==> config.mk <==
export PLATFORM = sky130hd
export DESIGN_NAME = sha256_message_digest_core
export DESIGN_NICKNAME = d
export VERILOG_FILES = /design/src/design/sha256md_pkg.sv /design/src/design/sha256_message_digest_core.sv
export SDC_FILE = /design/constraint.sdc
export NUM_CORES = 2
export LEC_CHECK = 0
export ABC_AREA = 1
export BUFFER_PORTS_ARGS = -buffer_cell sky130_fd_sc_hd__buf_2
export CORE_MARGIN = 5
export CORE_UTILIZATION = 40
export CTS_CLUSTER_SIZE = 8
export DETAILED_ROUTE_END_ITERATION = 7
export HOLD_SLACK_MARGIN = 0.05
export PLACE_DENSITY = 0.66
export SETUP_SLACK_MARGIN = 0.15
export SLEW_MARGIN = 10
export SYNTH_ARGS = -nofsm -noshare
export SYNTH_HDL_FRONTEND = slang
export SYNTH_SLANG_ARGS = --single-unit
export TNS_END_PERCENT = 20
==> constraint.sdc <==
create_clock -name clk_i -period 61.5 [get_ports clk_i]
set_clock_uncertainty 0.05 [all_clocks]
set_input_delay 3.075 -clock clk_i [delete_from_list [all_inputs] [get_ports clk_i]]
set_output_delay 3.075 -clock clk_i [all_outputs]
set_load 0.1 [all_outputs]
==> src/design/sha256md_pkg.sv <==
// types and constants of the sha-256 digest core
package sha256md_pkg;

  // one transfer on the input side
  typedef struct packed {
    logic [7:0] message_byte;
    logic       byte_present;
    logic       end_of_message;
  } in_item_t;

  // one transfer on the output side
  typedef struct packed {
    logic [31:0] digest_word;
    logic [2:0]  word_number;
    logic        last_word;
  } out_item_t;

  // sequencer states
  typedef enum logic [2:0] {
    StIdle,
    StPad,
    StLoad,
    StRound,
    StFin,
    StAdd,
    StOutRd,
    StOutWr
  } state_e;

  // round phases
  typedef enum logic [1:0] {
    PhReadA,
    PhReadB,
    PhSched
  } phase_e;

  localparam logic [7:0] PadByte = 8'h80;
  localparam logic [5:0] LenPos  = 6'd56;
  localparam logic [5:0] LastPos = 6'd63;

  localparam logic [31:0] InitHash [8] = '{
    32'h6a09e667, 32'hbb67ae85, 32'h3c6ef372, 32'ha54ff53a,
    32'h510e527f, 32'h9b05688c, 32'h1f83d9ab, 32'h5be0cd19
  };

  localparam logic [31:0] RoundK [64] = '{
    32'h428a2f98, 32'h71374491, 32'hb5c0fbcf, 32'he9b5dba5,
    32'h3956c25b, 32'h59f111f1, 32'h923f82a4, 32'hab1c5ed5,
    32'hd807aa98, 32'h12835b01, 32'h243185be, 32'h550c7dc3,
    32'h72be5d74, 32'h80deb1fe, 32'h9bdc06a7, 32'hc19bf174,
    32'he49b69c1, 32'hefbe4786, 32'h0fc19dc6, 32'h240ca1cc,
    32'h2de92c6f, 32'h4a7484aa, 32'h5cb0a9dc, 32'h76f988da,
    32'h983e5152, 32'ha831c66d, 32'hb00327c8, 32'hbf597fc7,
    32'hc6e00bf3, 32'hd5a79147, 32'h06ca6351, 32'h14292967,
    32'h27b70a85, 32'h2e1b2138, 32'h4d2c6dfc, 32'h53380d13,
    32'h650a7354, 32'h766a0abb, 32'h81c2c92e, 32'h92722c85,
    32'ha2bfe8a1, 32'ha81a664b, 32'hc24b8b70, 32'hc76c51a3,
    32'hd192e819, 32'hd6990624, 32'hf40e3585, 32'h106aa070,
    32'h19a4c116, 32'h1e376c08, 32'h2748774c, 32'h34b0bcb5,
    32'h391c0cb3, 32'h4ed8aa4a, 32'h5b9cca4f, 32'h682e6ff3,
    32'h748f82ee, 32'h78a5636f, 32'h84c87814, 32'h8cc70208,
    32'h90befffa, 32'ha4506ceb, 32'hbef9a3f7, 32'hc67178f2
  };

endpackage

==> src/design/sha256_message_digest_core.sv <==
// sha-256 digest core: byte gathering, padding, compression and digest readout
//
// SHA-256 over a byte stream, one message byte per input transfer. While the
// block is gathering, one byte is taken every cycle; the transfer that fills
// a 64-byte block is followed by the compression, which keeps the input
// stalled while it loads the working variables from the chain-value memory,
// runs 64 rounds (the 16-word schedule memory has two read ports and each
// round needs up to four schedule words, so a round passes through the
// phases PhReadA, PhReadB and PhSched), completes the last round and adds the
// result back into the chain value. The transfer with end_of_message set (its
// byte, if present, counts first) starts the padding, one pad byte per cycle
// outside the compressions, with one or two more compressions; then the eight
// digest words leave, word 0 first, each read from the chain-value memory
// before it is offered, and the core is ready for the next message. A
// transfer with neither a byte nor the end flag changes nothing.
module sha256_message_digest_core (
  input  logic                    clk_i,
  input  logic                    rst_ni,
  input  logic                    in_valid_i,
  output logic                    in_ready_o,
  input  sha256md_pkg::in_item_t  in_data_i,
  output logic                    out_valid_o,
  input  logic                    out_ready_i,
  output sha256md_pkg::out_item_t out_data_o
);

  // sigma functions of the message schedule and the round
  function automatic logic [31:0] sg0(input logic [31:0] x);
    sg0 = {x[6:0], x[31:7]} ^ {x[17:0], x[31:18]} ^ (x >> 3);
  endfunction

  function automatic logic [31:0] sg1(input logic [31:0] x);
    sg1 = {x[16:0], x[31:17]} ^ {x[18:0], x[31:19]} ^ (x >> 10);
  endfunction

  function automatic logic [31:0] bs0(input logic [31:0] x);
    bs0 = {x[1:0], x[31:2]} ^ {x[12:0], x[31:13]} ^ {x[21:0], x[31:22]};
  endfunction

  function automatic logic [31:0] bs1(input logic [31:0] x);
    bs1 = {x[5:0], x[31:6]} ^ {x[10:0], x[31:11]} ^ {x[24:0], x[31:25]};
  endfunction

  // control state
  sha256md_pkg::state_e    state_q, state_d;
  sha256md_pkg::phase_e    phase_q, phase_d;
  logic [5:0]              rnd_q, rnd_d;
  logic [3:0]              cnt_q, cnt_d;
  logic [5:0]              pos_q, pos_d;
  logic [63:0]             bit_cnt_q, bit_cnt_d;
  logic                    padding_q, padding_d;
  logic                    first_q, first_d;
  logic                    len_q, len_d;
  logic                    pad_done_q, pad_done_d;
  logic [7:0]              chain_vld_q, chain_vld_d;
  logic                    out_valid_q, out_valid_d;

  // payload registers
  logic [23:0]             asm_q, asm_d;
  logic [31:0]             v_q [8];
  logic [31:0]             v_d [8];
  logic [31:0]             wa_q, wa_d;
  logic [31:0]             wb_q, wb_d;
  logic [31:0]             wk_q, wk_d;
  sha256md_pkg::out_item_t out_q, out_d;

  // schedule memory ports
  logic [31:0]             blk_mem [16];
  logic                    blk_we;
  logic [3:0]              blk_waddr;
  logic [31:0]             blk_wdata;
  logic                    blk_re;
  logic [3:0]              blk_ra_addr, blk_rb_addr;
  logic [31:0]             blk_ra_q, blk_rb_q;

  // chain value memory ports
  logic [31:0]             chain_mem [8];
  logic                    ch_we;
  logic [2:0]              ch_waddr;
  logic [31:0]             ch_wdata;
  logic                    ch_re;
  logic [2:0]              ch_raddr;
  logic [31:0]             ch_rdata_q;
  logic                    ch_rvld_q;
  logic [2:0]              ch_raddr_q;
  logic [31:0]             ch_rword;

  // byte placement
  logic                    put_en;
  logic [7:0]              put_byte;

  // round datapath
  logic [31:0]             t1, t2, sched_w, w_cur;
  logic [31:0]             rv [8];
  logic [2:0]              cnt_m1;

  // never-written chain entries read as the initial hash
  assign ch_rword = ch_rvld_q ? ch_rdata_q : sha256md_pkg::InitHash[ch_raddr_q];
  assign cnt_m1   = 3'(cnt_q - 4'd1);

  // one compression round on the working variables
  assign t1 = v_q[7] + bs1(v_q[4]) + ((v_q[4] & v_q[5]) ^ (~v_q[4] & v_q[6])) + wk_q;
  assign t2 = bs0(v_q[0]) + ((v_q[0] & v_q[1]) ^ (v_q[0] & v_q[2]) ^ (v_q[1] & v_q[2]));

  always_comb begin
    rv[0] = t1 + t2;
    rv[1] = v_q[0];
    rv[2] = v_q[1];
    rv[3] = v_q[2];
    rv[4] = v_q[3] + t1;
    rv[5] = v_q[4];
    rv[6] = v_q[5];
    rv[7] = v_q[6];
  end

  // schedule word from the rolling 16-word window
  assign sched_w = wa_q + sg0(wb_q) + blk_ra_q + sg1(blk_rb_q);
  assign w_cur   = (rnd_q[5:4] == 2'd0) ? wa_q : sched_w;

  assign in_ready_o  = (state_q == sha256md_pkg::StIdle);
  assign out_valid_o = out_valid_q;
  assign out_data_o  = out_q;

  // next state and datapath control
  always_comb begin
    state_d     = state_q;
    phase_d     = phase_q;
    rnd_d       = rnd_q;
    cnt_d       = cnt_q;
    pos_d       = pos_q;
    bit_cnt_d   = bit_cnt_q;
    padding_d   = padding_q;
    first_d     = first_q;
    len_d       = len_q;
    pad_done_d  = pad_done_q;
    chain_vld_d = chain_vld_q;
    out_valid_d = out_valid_q && !out_ready_i;
    out_d       = out_q;
    asm_d       = asm_q;
    v_d         = v_q;
    wa_d        = wa_q;
    wb_d        = wb_q;
    wk_d        = wk_q;
    blk_we      = 1'b0;
    blk_waddr   = pos_q[5:2];
    blk_wdata   = 32'd0;
    blk_re      = 1'b0;
    blk_ra_addr = rnd_q[3:0];
    blk_rb_addr = 4'(rnd_q[3:0] + 4'd1);
    ch_we       = 1'b0;
    ch_waddr    = cnt_m1;
    ch_wdata    = ch_rword + v_q[0];
    ch_re       = 1'b0;
    ch_raddr    = cnt_q[2:0];
    put_en      = 1'b0;
    put_byte    = 8'd0;

    unique case (state_q)
      sha256md_pkg::StIdle: begin
        if (in_valid_i) begin
          if (in_data_i.byte_present) begin
            put_en    = 1'b1;
            put_byte  = in_data_i.message_byte;
            bit_cnt_d = bit_cnt_q + 64'd8;
          end
          if (in_data_i.end_of_message) begin
            padding_d = 1'b1;
            first_d   = 1'b1;
            state_d   = sha256md_pkg::StPad;
          end
        end
      end
      sha256md_pkg::StPad: begin
        put_en  = 1'b1;
        first_d = 1'b0;
        if (first_q) begin
          put_byte = sha256md_pkg::PadByte;
        end else if (len_q || pos_q == sha256md_pkg::LenPos) begin
          put_byte = bit_cnt_q[{~pos_q[2:0], 3'b000} +: 8];
          len_d    = 1'b1;
        end
        if (len_q && pos_q == sha256md_pkg::LastPos) begin
          pad_done_d = 1'b1;
        end
      end
      sha256md_pkg::StLoad: begin
        // stream the chain value into the working variables
        ch_re = (cnt_q[3] == 1'b0);
        if (cnt_q != 4'd0) begin
          for (int i = 0; i < 7; i++) v_d[i] = v_q[i + 1];
          v_d[7] = ch_rword;
        end
        cnt_d = cnt_q + 4'd1;
        if (cnt_q[3]) begin
          state_d = sha256md_pkg::StRound;
          phase_d = sha256md_pkg::PhReadA;
          rnd_d   = 6'd0;
        end
      end
      sha256md_pkg::StRound: begin
        unique case (phase_q)
          sha256md_pkg::PhReadA: begin
            // previous round completes while the next reads start
            blk_re = 1'b1;
            if (rnd_q != 6'd0) v_d = rv;
            phase_d = sha256md_pkg::PhReadB;
          end
          sha256md_pkg::PhReadB: begin
            wa_d        = blk_ra_q;
            wb_d        = blk_rb_q;
            blk_re      = 1'b1;
            blk_ra_addr = 4'(rnd_q[3:0] - 4'd7);
            blk_rb_addr = 4'(rnd_q[3:0] - 4'd2);
            phase_d     = sha256md_pkg::PhSched;
          end
          sha256md_pkg::PhSched: begin
            wk_d      = w_cur + sha256md_pkg::RoundK[rnd_q];
            blk_we    = (rnd_q[5:4] != 2'd0);
            blk_waddr = rnd_q[3:0];
            blk_wdata = w_cur;
            rnd_d     = rnd_q + 6'd1;
            phase_d   = sha256md_pkg::PhReadA;
            if (rnd_q == sha256md_pkg::LastPos) state_d = sha256md_pkg::StFin;
          end
          default: phase_d = sha256md_pkg::PhReadA;
        endcase
      end
      sha256md_pkg::StFin: begin
        v_d     = rv;
        cnt_d   = 4'd0;
        state_d = sha256md_pkg::StAdd;
      end
      sha256md_pkg::StAdd: begin
        // read-add-write the chain value, one word a cycle
        ch_re = (cnt_q[3] == 1'b0);
        if (cnt_q != 4'd0) begin
          ch_we                 = 1'b1;
          chain_vld_d[cnt_m1]   = 1'b1;
          for (int i = 0; i < 7; i++) v_d[i] = v_q[i + 1];
          v_d[7] = v_q[0];
        end
        cnt_d = cnt_q + 4'd1;
        if (cnt_q[3]) begin
          cnt_d = 4'd0;
          if (pad_done_q) state_d = sha256md_pkg::StOutRd;
          else if (padding_q) state_d = sha256md_pkg::StPad;
          else state_d = sha256md_pkg::StIdle;
        end
      end
      sha256md_pkg::StOutRd: begin
        ch_re   = 1'b1;
        state_d = sha256md_pkg::StOutWr;
      end
      sha256md_pkg::StOutWr: begin
        if (!out_valid_q || out_ready_i) begin
          out_valid_d       = 1'b1;
          out_d.digest_word = ch_rword;
          out_d.word_number = cnt_q[2:0];
          out_d.last_word   = (cnt_q[2:0] == 3'd7);
          cnt_d             = cnt_q + 4'd1;
          state_d           = sha256md_pkg::StOutRd;
          if (cnt_q[2:0] == 3'd7) begin
            // back to the state after reset for the next message
            chain_vld_d = 8'd0;
            bit_cnt_d   = 64'd0;
            pos_d       = 6'd0;
            padding_d   = 1'b0;
            len_d       = 1'b0;
            pad_done_d  = 1'b0;
            cnt_d       = 4'd0;
            state_d     = sha256md_pkg::StIdle;
          end
        end
      end
      default: state_d = sha256md_pkg::StIdle;
    endcase

    // place one byte big-endian, write the word on its last lane
    if (put_en) begin
      case (pos_q[1:0])
        2'd0: asm_d[23:16] = put_byte;
        2'd1: asm_d[15:8]  = put_byte;
        2'd2: asm_d[7:0]   = put_byte;
        default: begin
          blk_we    = 1'b1;
          blk_waddr = pos_q[5:2];
          blk_wdata = {asm_q, put_byte};
        end
      endcase
      pos_d = pos_q + 6'd1;
      if (pos_q == sha256md_pkg::LastPos) begin
        cnt_d   = 4'd0;
        state_d = sha256md_pkg::StLoad;
      end
    end
  end

  // control registers
  always_ff @(posedge clk_i or negedge rst_ni) begin
    if (!rst_ni) begin
      state_q     <= sha256md_pkg::StIdle;
      phase_q     <= sha256md_pkg::PhReadA;
      rnd_q       <= 6'd0;
      cnt_q       <= 4'd0;
      pos_q       <= 6'd0;
      bit_cnt_q   <= 64'd0;
      padding_q   <= 1'b0;
      first_q     <= 1'b0;
      len_q       <= 1'b0;
      pad_done_q  <= 1'b0;
      chain_vld_q <= 8'd0;
      out_valid_q <= 1'b0;
    end else begin
      state_q     <= state_d;
      phase_q     <= phase_d;
      rnd_q       <= rnd_d;
      cnt_q       <= cnt_d;
      pos_q       <= pos_d;
      bit_cnt_q   <= bit_cnt_d;
      padding_q   <= padding_d;
      first_q     <= first_d;
      len_q       <= len_d;
      pad_done_q  <= pad_done_d;
      chain_vld_q <= chain_vld_d;
      out_valid_q <= out_valid_d;
    end
  end

  // payload registers
  always_ff @(posedge clk_i) begin
    asm_q <= asm_d;
    v_q   <= v_d;
    wa_q  <= wa_d;
    wb_q  <= wb_d;
    wk_q  <= wk_d;
    out_q <= out_d;
  end

  // schedule memory: one write port, two registered read ports
  always_ff @(posedge clk_i) begin
    if (blk_we) blk_mem[blk_waddr] <= blk_wdata;
    if (blk_re) begin
      blk_ra_q <= blk_mem[blk_ra_addr];
      blk_rb_q <= blk_mem[blk_rb_addr];
    end
  end

  // chain value memory: one write port, one registered read port
  always_ff @(posedge clk_i) begin
    if (ch_we) chain_mem[ch_waddr] <= ch_wdata;
    if (ch_re) begin
      ch_rdata_q <= chain_mem[ch_raddr];
      ch_raddr_q <= ch_raddr;
      ch_rvld_q  <= chain_vld_q[ch_raddr];
    end
  end

  // an end transfer always stalls the input for padding
  assert property (@(posedge clk_i) disable iff (!rst_ni)
    in_valid_i && in_ready_o && in_data_i.end_of_message |=> !in_ready_o)
    else $error("input taken right after end of message");

  // chain value is only written back after a compression
  assert property (@(posedge clk_i) disable iff (!rst_ni)
    ch_we |-> state_q == sha256md_pkg::StAdd && cnt_q != 4'd0)
    else $error("chain value written outside the add sweep");

  // the flagged last word is always word seven
  assert property (@(posedge clk_i) disable iff (!rst_ni)
    out_valid_o && out_data_o.last_word |-> out_data_o.word_number == 3'd7)
    else $error("last word flag on wrong word");

  // no byte is placed while the compression rounds run
  assert property (@(posedge clk_i) disable iff (!rst_ni)
    state_q == sha256md_pkg::StRound |-> !put_en)
    else $error("byte placed during compression");

endmodule
* After elaboration in Yosys (flattened, before gate mapping)
Memories as Yosys holds them, arrays and structs flattened. A register that Yosys moved wholly into a read port is not among the register bits. Index checks and enable logic that the tools add are counted.
Word-level totals: bits in registers 514, memory bits (writable) 768, bits in read-only memories 2304, bits of input ports 14, output and inout bits 38, word-level logic and storage cells 252, memories 4
Operators by class: $add $sub $neg 19, $lt $le $gt $ge 5, eq/ne operators 29, shift operators 1, multiplexer cells 99, bitwise logic cells 22, reduce and logical (&&, ||, !) cells 42
Memories:
- (no name shown) | depth 64, width 32, read ports 1, clocked after Yosys merged registers in 0, write ports 0, line sha256_message_digest_core.sv:217 | wk_d = w_cur + sha256md_pkg::RoundK[rnd_q];
- blk_mem | depth 16, width 32, read ports 2, clocked after Yosys merged registers in 2, write ports 1, line sha256_message_digest_core.sv:68 | logic [31:0] blk_mem [16];
- (no name shown) | depth 8, width 32, read ports 1, clocked after Yosys merged registers in 0, write ports 0, line sha256_message_digest_core.sv:98 | assign ch_rword = ch_rvld_q ? ch_rdata_q : sha256md_pkg::InitHash[ch_raddr_q];
- chain_mem | depth 8, width 32, read ports 1, clocked after Yosys merged registers in 1, write ports 1, line sha256_message_digest_core.sv:77 | logic [31:0] chain_mem [8];
Operator list (number):
- 2-to-1 mux 256 bit | 4
- one-hot mux 256 bit (4 select lines) | 1
- adder 32 bit | 11
- 2-to-1 mux 32 bit | 10
- XOR 32 bit | 9
- 2-to-1 mux 64 bit | 4
- AND 32 bit | 5
- one-hot mux 64 bit (2 select lines) | 1
- adder 64 x 4 -> 64 bit, second input constant | 1
- indexed part select 64 x 7 -> 8 bit | 1
- 2-to-1 mux 8 bit | 7
- 2-to-1 mux 4 bit | 13
- 2-to-1 mux 6 bit | 6
- 2-to-1 mux 3 bit | 11
- NOT 32 bit | 1
- one-hot mux 8 bit (2 select lines) | 2
- XOR 32 x 22 -> 32 bit | 1
- XOR 32 x 29 -> 32 bit | 1
- 2-to-1 mux 1 bit | 26
- inequality test 2 bit, second input constant | 11
- one-hot mux 3 bit (7 select lines) | 1
- AND reduction 5 bit | 4
- equality test 6 bit, second input constant | 3
- nonzero test 2 bit | 9
- 39 further kinds | 74

* Depth between registers and ports, before layout
word-level depth 10, gate-level depth with buffers 34

* Worst setup path before layout
Ideal clock, no wire load.
path kind register to register, start reg cnt_q[0], end reg v_q (netlist bit rv[0]) (enable), library setup time 1.279 ns, arrival 20.170 ns, data required time 60.171 ns, slack 40.001 ns, cell stages (with the launch flop) 10, buffers on the path 4, period minus slack after synthesis 21.499 ns, cells stage by stage dfrtp_1 clkbuf_1 inv_1 clkbuf_1 clkbuf_1 clkbuf_1 ha_1 inv_1 nor2_1 a221oi_1
On the way: cells in the longest elaborated chain, start to end 3
RTL lines:
- start: declaration | line sha256_message_digest_core.sv:48 | logic [3:0] cnt_q, cnt_d;
- start signal: assignment | line sha256_message_digest_core.sv:317 | cnt_q <= cnt_d;
- nonzero test 4 bit (*) | line sha256_message_digest_core.sv:189, sha256_message_digest_core.sv:236
- inequality test 2 bit (no source line)
- AND reduction 5 bit (no source line) (*)
- end signal: assignment | line sha256_message_digest_core.sv:332 | v_q <= v_d;
- end: declaration | line sha256_message_digest_core.sv:60 | logic [31:0] v_q [8];
Every way passes the cells marked *; elsewhere a longest branch is shown, timed or not. A chain may end at the register's enable or synchronous reset.

==> results.json <==
{
  "row_count": 166,
  "drt_iter0_markers": 8419,
  "worst_hold_slack_ns": 0.385,
  "finalSetupTns_ns": 0,
  "synth_warnings": 0,
  "grt.total_usage": 0.262,
  "cp_slowest_cell": "nor4_1",
  "post-place-ws_ns": 54.54,
  "areaGrowthSynthToFinish_pct": 10.0,
  "worst_path_most_repeated_cell": "nand2_1",
  "tightest_slew_ns": 1.35,
  "crit_path_max_incr_delay_ns": 1.06,
  "cts_tree": "yes",
  "maxSlewViolCount": 0,
  "syn_avg_cell_area_sq_um": 9.05,
  "path_delay_family": "simple AND/OR/NAND/NOR gates",
  "routed_wl_mm": 292,
  "drt-met1-wl_mm": 116,
  "path_class": "flop to flop",
  "dr_wl_met3_mm": 25.4,
  "dr.pass1.iters": 8,
  "slew-limit-headroom": 0.101,
  "r2r_slack_ns": 54.21,
  "cts_made_buffers": 191,
  "cts_setup_buffers": 0,
  "port-buffer-count": 51,
  "clock_path_buffers": 3,
  "top_layer_used": "met5",
  "hold_viol": 0,
  "cap_violations": 0,
  "multiInputGateArea_sq_um": 35100,
  "clock_latency_ns": 0.87,
  "path_max_fanout": 7,
  "ys_ff_latch": 1375,
  "ys_seq_area_frac": 0.497,
  "critPathCaptureType": "flop",
  "crit_required_ns": 62.02,
  "yosysTopAreaCell": "edfxtp_1",
  "cts-root-buf": "clkbuf_16",
  "nFillCells": 19600,
  "yosysTopAreaCellShare": 0.468,
  "coreArea_sq_um": 204000,
  "die_height_microns": 463,
  "die_w_microns": 463,
  "syn_inst": 9069,
  "final.setup.worst_slack_ns": 54.21,
  "dieArea_sq_um": 214000,
  "cp-start-kind": "flop",
  "wl_per_cell_microns": 24.9,
  "netlist_top_cells_area": "edfxtp_1 47%, nand2_1 7.2%, o21ai_0 5.8%",
  "viasPerCell": 5.81,
  "worstSetupPathDepth": 27,
  "fin_crit_sh": 0.119,
  "synth_edf_count": 1280,
  "max_freq_ghz": 0.137,
  "finalSetupViolations": 0,
  "grt_pass1_vias": 64300,
  "rr_worst_depth": 27,
  "grt_setup_unrepaired": "false",
  "status": "finished clean",
  "cts-htree-levels": 4,
  "clkTransAtPathRegs_ns": 0.06,
  "drive_above_1_share": 0.0506,
  "start_util": 0.402,
  "ant_nets": 0,
  "synth_cell_types": 63,
  "synth_area_sq_um": 82100,
  "overflow": 0,
  "synth-main-ff-cell": "edfxtp_1",
  "cts_resized": 0,
  "synth_nets": 9463,
  "dpl.hpwl_mm": 205,
  "holdBufCountCts": 0,
  "vias": 68000,
  "grt_first_pass_wirelength_mm": 423,
  "hold_class": "flop to flop",
  "async_reset_ff_frac": 0.0691,
  "worstPathArrival_ns": 7.81,
  "dr_wl_met2_mm": 134,
  "grt_max_degree": 225,
  "gp_congestion": 1.02,
  "finalNetCount": 9352,
  "path_buf_inv": 2,
  "hold_depth": 0,
  "drc_errors": 0,
  "seq_area_sq_um": 40800,
  "period_minus_slack_ns": 7.29,
  "clock-sinks": 1375,
  "ioPinCount": 52,
  "grt_antenna_before_repair": 9
}
==> final timing paths <==
check,startpoint,to
max,rv[76],rv[89]
min,blk_ra_q[12],wa_q[12]
max reg2reg,rv[76],rv[89]
min reg2reg,blk_ra_q[12],wa_q[12]
max in group asynchronous,rst_ni,rnd_q[4]
min in group asynchronous,rst_ni,first_q
==> state kept, by name, indices dropped and copies added, names as in the netlist, 4 cells and up <==
signal,count
rv,192
asm_q,24
wa_q,32
wb_q,32
ch_rdata_q,32
cnt_q,4
v_q,64
blk_mem,512
wk_q,32
rnd_q,6
blk_ra_q,32
pos_q,6
out_data_o,36
bit_cnt_q,61
chain_mem,256
chain_vld_q,8
blk_rb_q,32
==> cells by family (layout without fill, tap and decap cells) <==
family | Yosys count | in the layout | share of synthesized area
buffers and inverters | 1650 | 1585 | 0.0777
AO/OA/AOI/OAI | 2180 | 2180 | 0.155
adder cells (fa/ha/maj) | 381 | 381 | 0.0726
other | 0 | 8 | 0
AND/OR/NAND/NOR | 3107 | 3107 | 0.157
XOR/XNOR | 376 | 376 | 0.0401
flip-flops | 1375 | 1375 | 0.497
==> placed cells by master, fill, tap and decap left out, types with 7 or more instances in the layout <==
| cell | count |
|---|---|
| buf_4 | 96 |
| clkbuf_16 | 191 |
| edfxtp_1 | 1280 |
| nor2_4 | 22 |
| a21boi_0 | 9 |
| clkinv_16 | 12 |
| fa_1 | 159 |
| buf_2 | 50 |
| or2_2 | 28 |
| xnor2_1 | 181 |
| o211ai_1 | 401 |
| a22o_1 | 9 |
| o21a_1 | 18 |
| o21bai_1 | 25 |
| a21o_1 | 35 |
| nand4_1 | 92 |
| inv_2 | 10 |
| diode_2 | 8 |
| nor3_1 | 79 |
| o22ai_1 | 51 |
| o21ai_1 | 32 |
| dfrtp_1 | 93 |
| ha_1 | 221 |
| nand2_1 | 1580 |
| a221oi_1 | 17 |
| clkbuf_1 | 29 |
| o21ai_0 | 940 |
| a211oi_1 | 11 |
| nand3_1 | 472 |
| a21oi_1 | 477 |
| nor2_1 | 768 |
| o221ai_1 | 43 |
| nor4_1 | 23 |
| xor2_1 | 195 |
| a31oi_1 | 67 |
| o311ai_0 | 7 |
| nand3b_1 | 20 |
| inv_1 | 1179 |
==> synthesized netlist by cell type (all sizes together), types with 2 or more instances <==
| master | n |
|---|---|
| a211oi | 11 |
| a21boi | 10 |
| a21o | 36 |
| a21oi | 477 |
| a221oi | 18 |
| a22o | 9 |
| a22oi | 3 |
| a31o | 3 |
| a31oi | 67 |
| a32o | 2 |
| a32oi | 3 |
| and3 | 3 |
| buf | 152 |
| clkbuf | 304 |
| clkinv | 2 |
| dfrtp | 95 |
| edfxtp | 1280 |
| fa | 159 |
| ha | 221 |
| inv | 1192 |
| nand2 | 1583 |
| nand3 | 473 |
| nand3b | 20 |
| nand4 | 92 |
| nor2 | 794 |
| nor3 | 83 |
| nor4 | 28 |
| o2111ai | 3 |
| o211a | 3 |
| o211ai | 401 |
| o21a | 18 |
| o21ai | 980 |
| o21bai | 25 |
| o221ai | 43 |
| o22ai | 51 |
| o311ai | 7 |
| o31ai | 4 |
| o32ai | 2 |
| or2 | 29 |
| xnor2 | 181 |
| xor2 | 195 |
==> area by class of cell <==
class                      instances  area share
antenna                            8    0.000222
tap                             2688      0.0373
timing repair buffer             152      0.0121
clock inverter                    19     0.00495
inverter                        1194      0.0498
clock buffer                     220      0.0542
multi-input combinational       6044       0.389
sequential                      1375       0.452
==> metrics by stage <==
stage                     instance area [sq um]  std cells   util
after floorplan                           82100       9069      -
after global placement                    84900      11500  0.415
after detailed placement                  84900      11500  0.415
after CTS                                 90200      11700  0.442
after global routing                      90300      11700  0.442
final                                     90300      11700  0.442
==> metal layers <==
layer  track usage  vias to the layer above
met3        0.0430                      701
met2         0.420                     3638
met1         0.347                    32800
met5             0                        -
li1              -                    30800
met4         0.125                        2
Power is left out: the tool's default activity adds up to more than one toggle a clock period on the data nets, which glitch-free logic cannot reach.
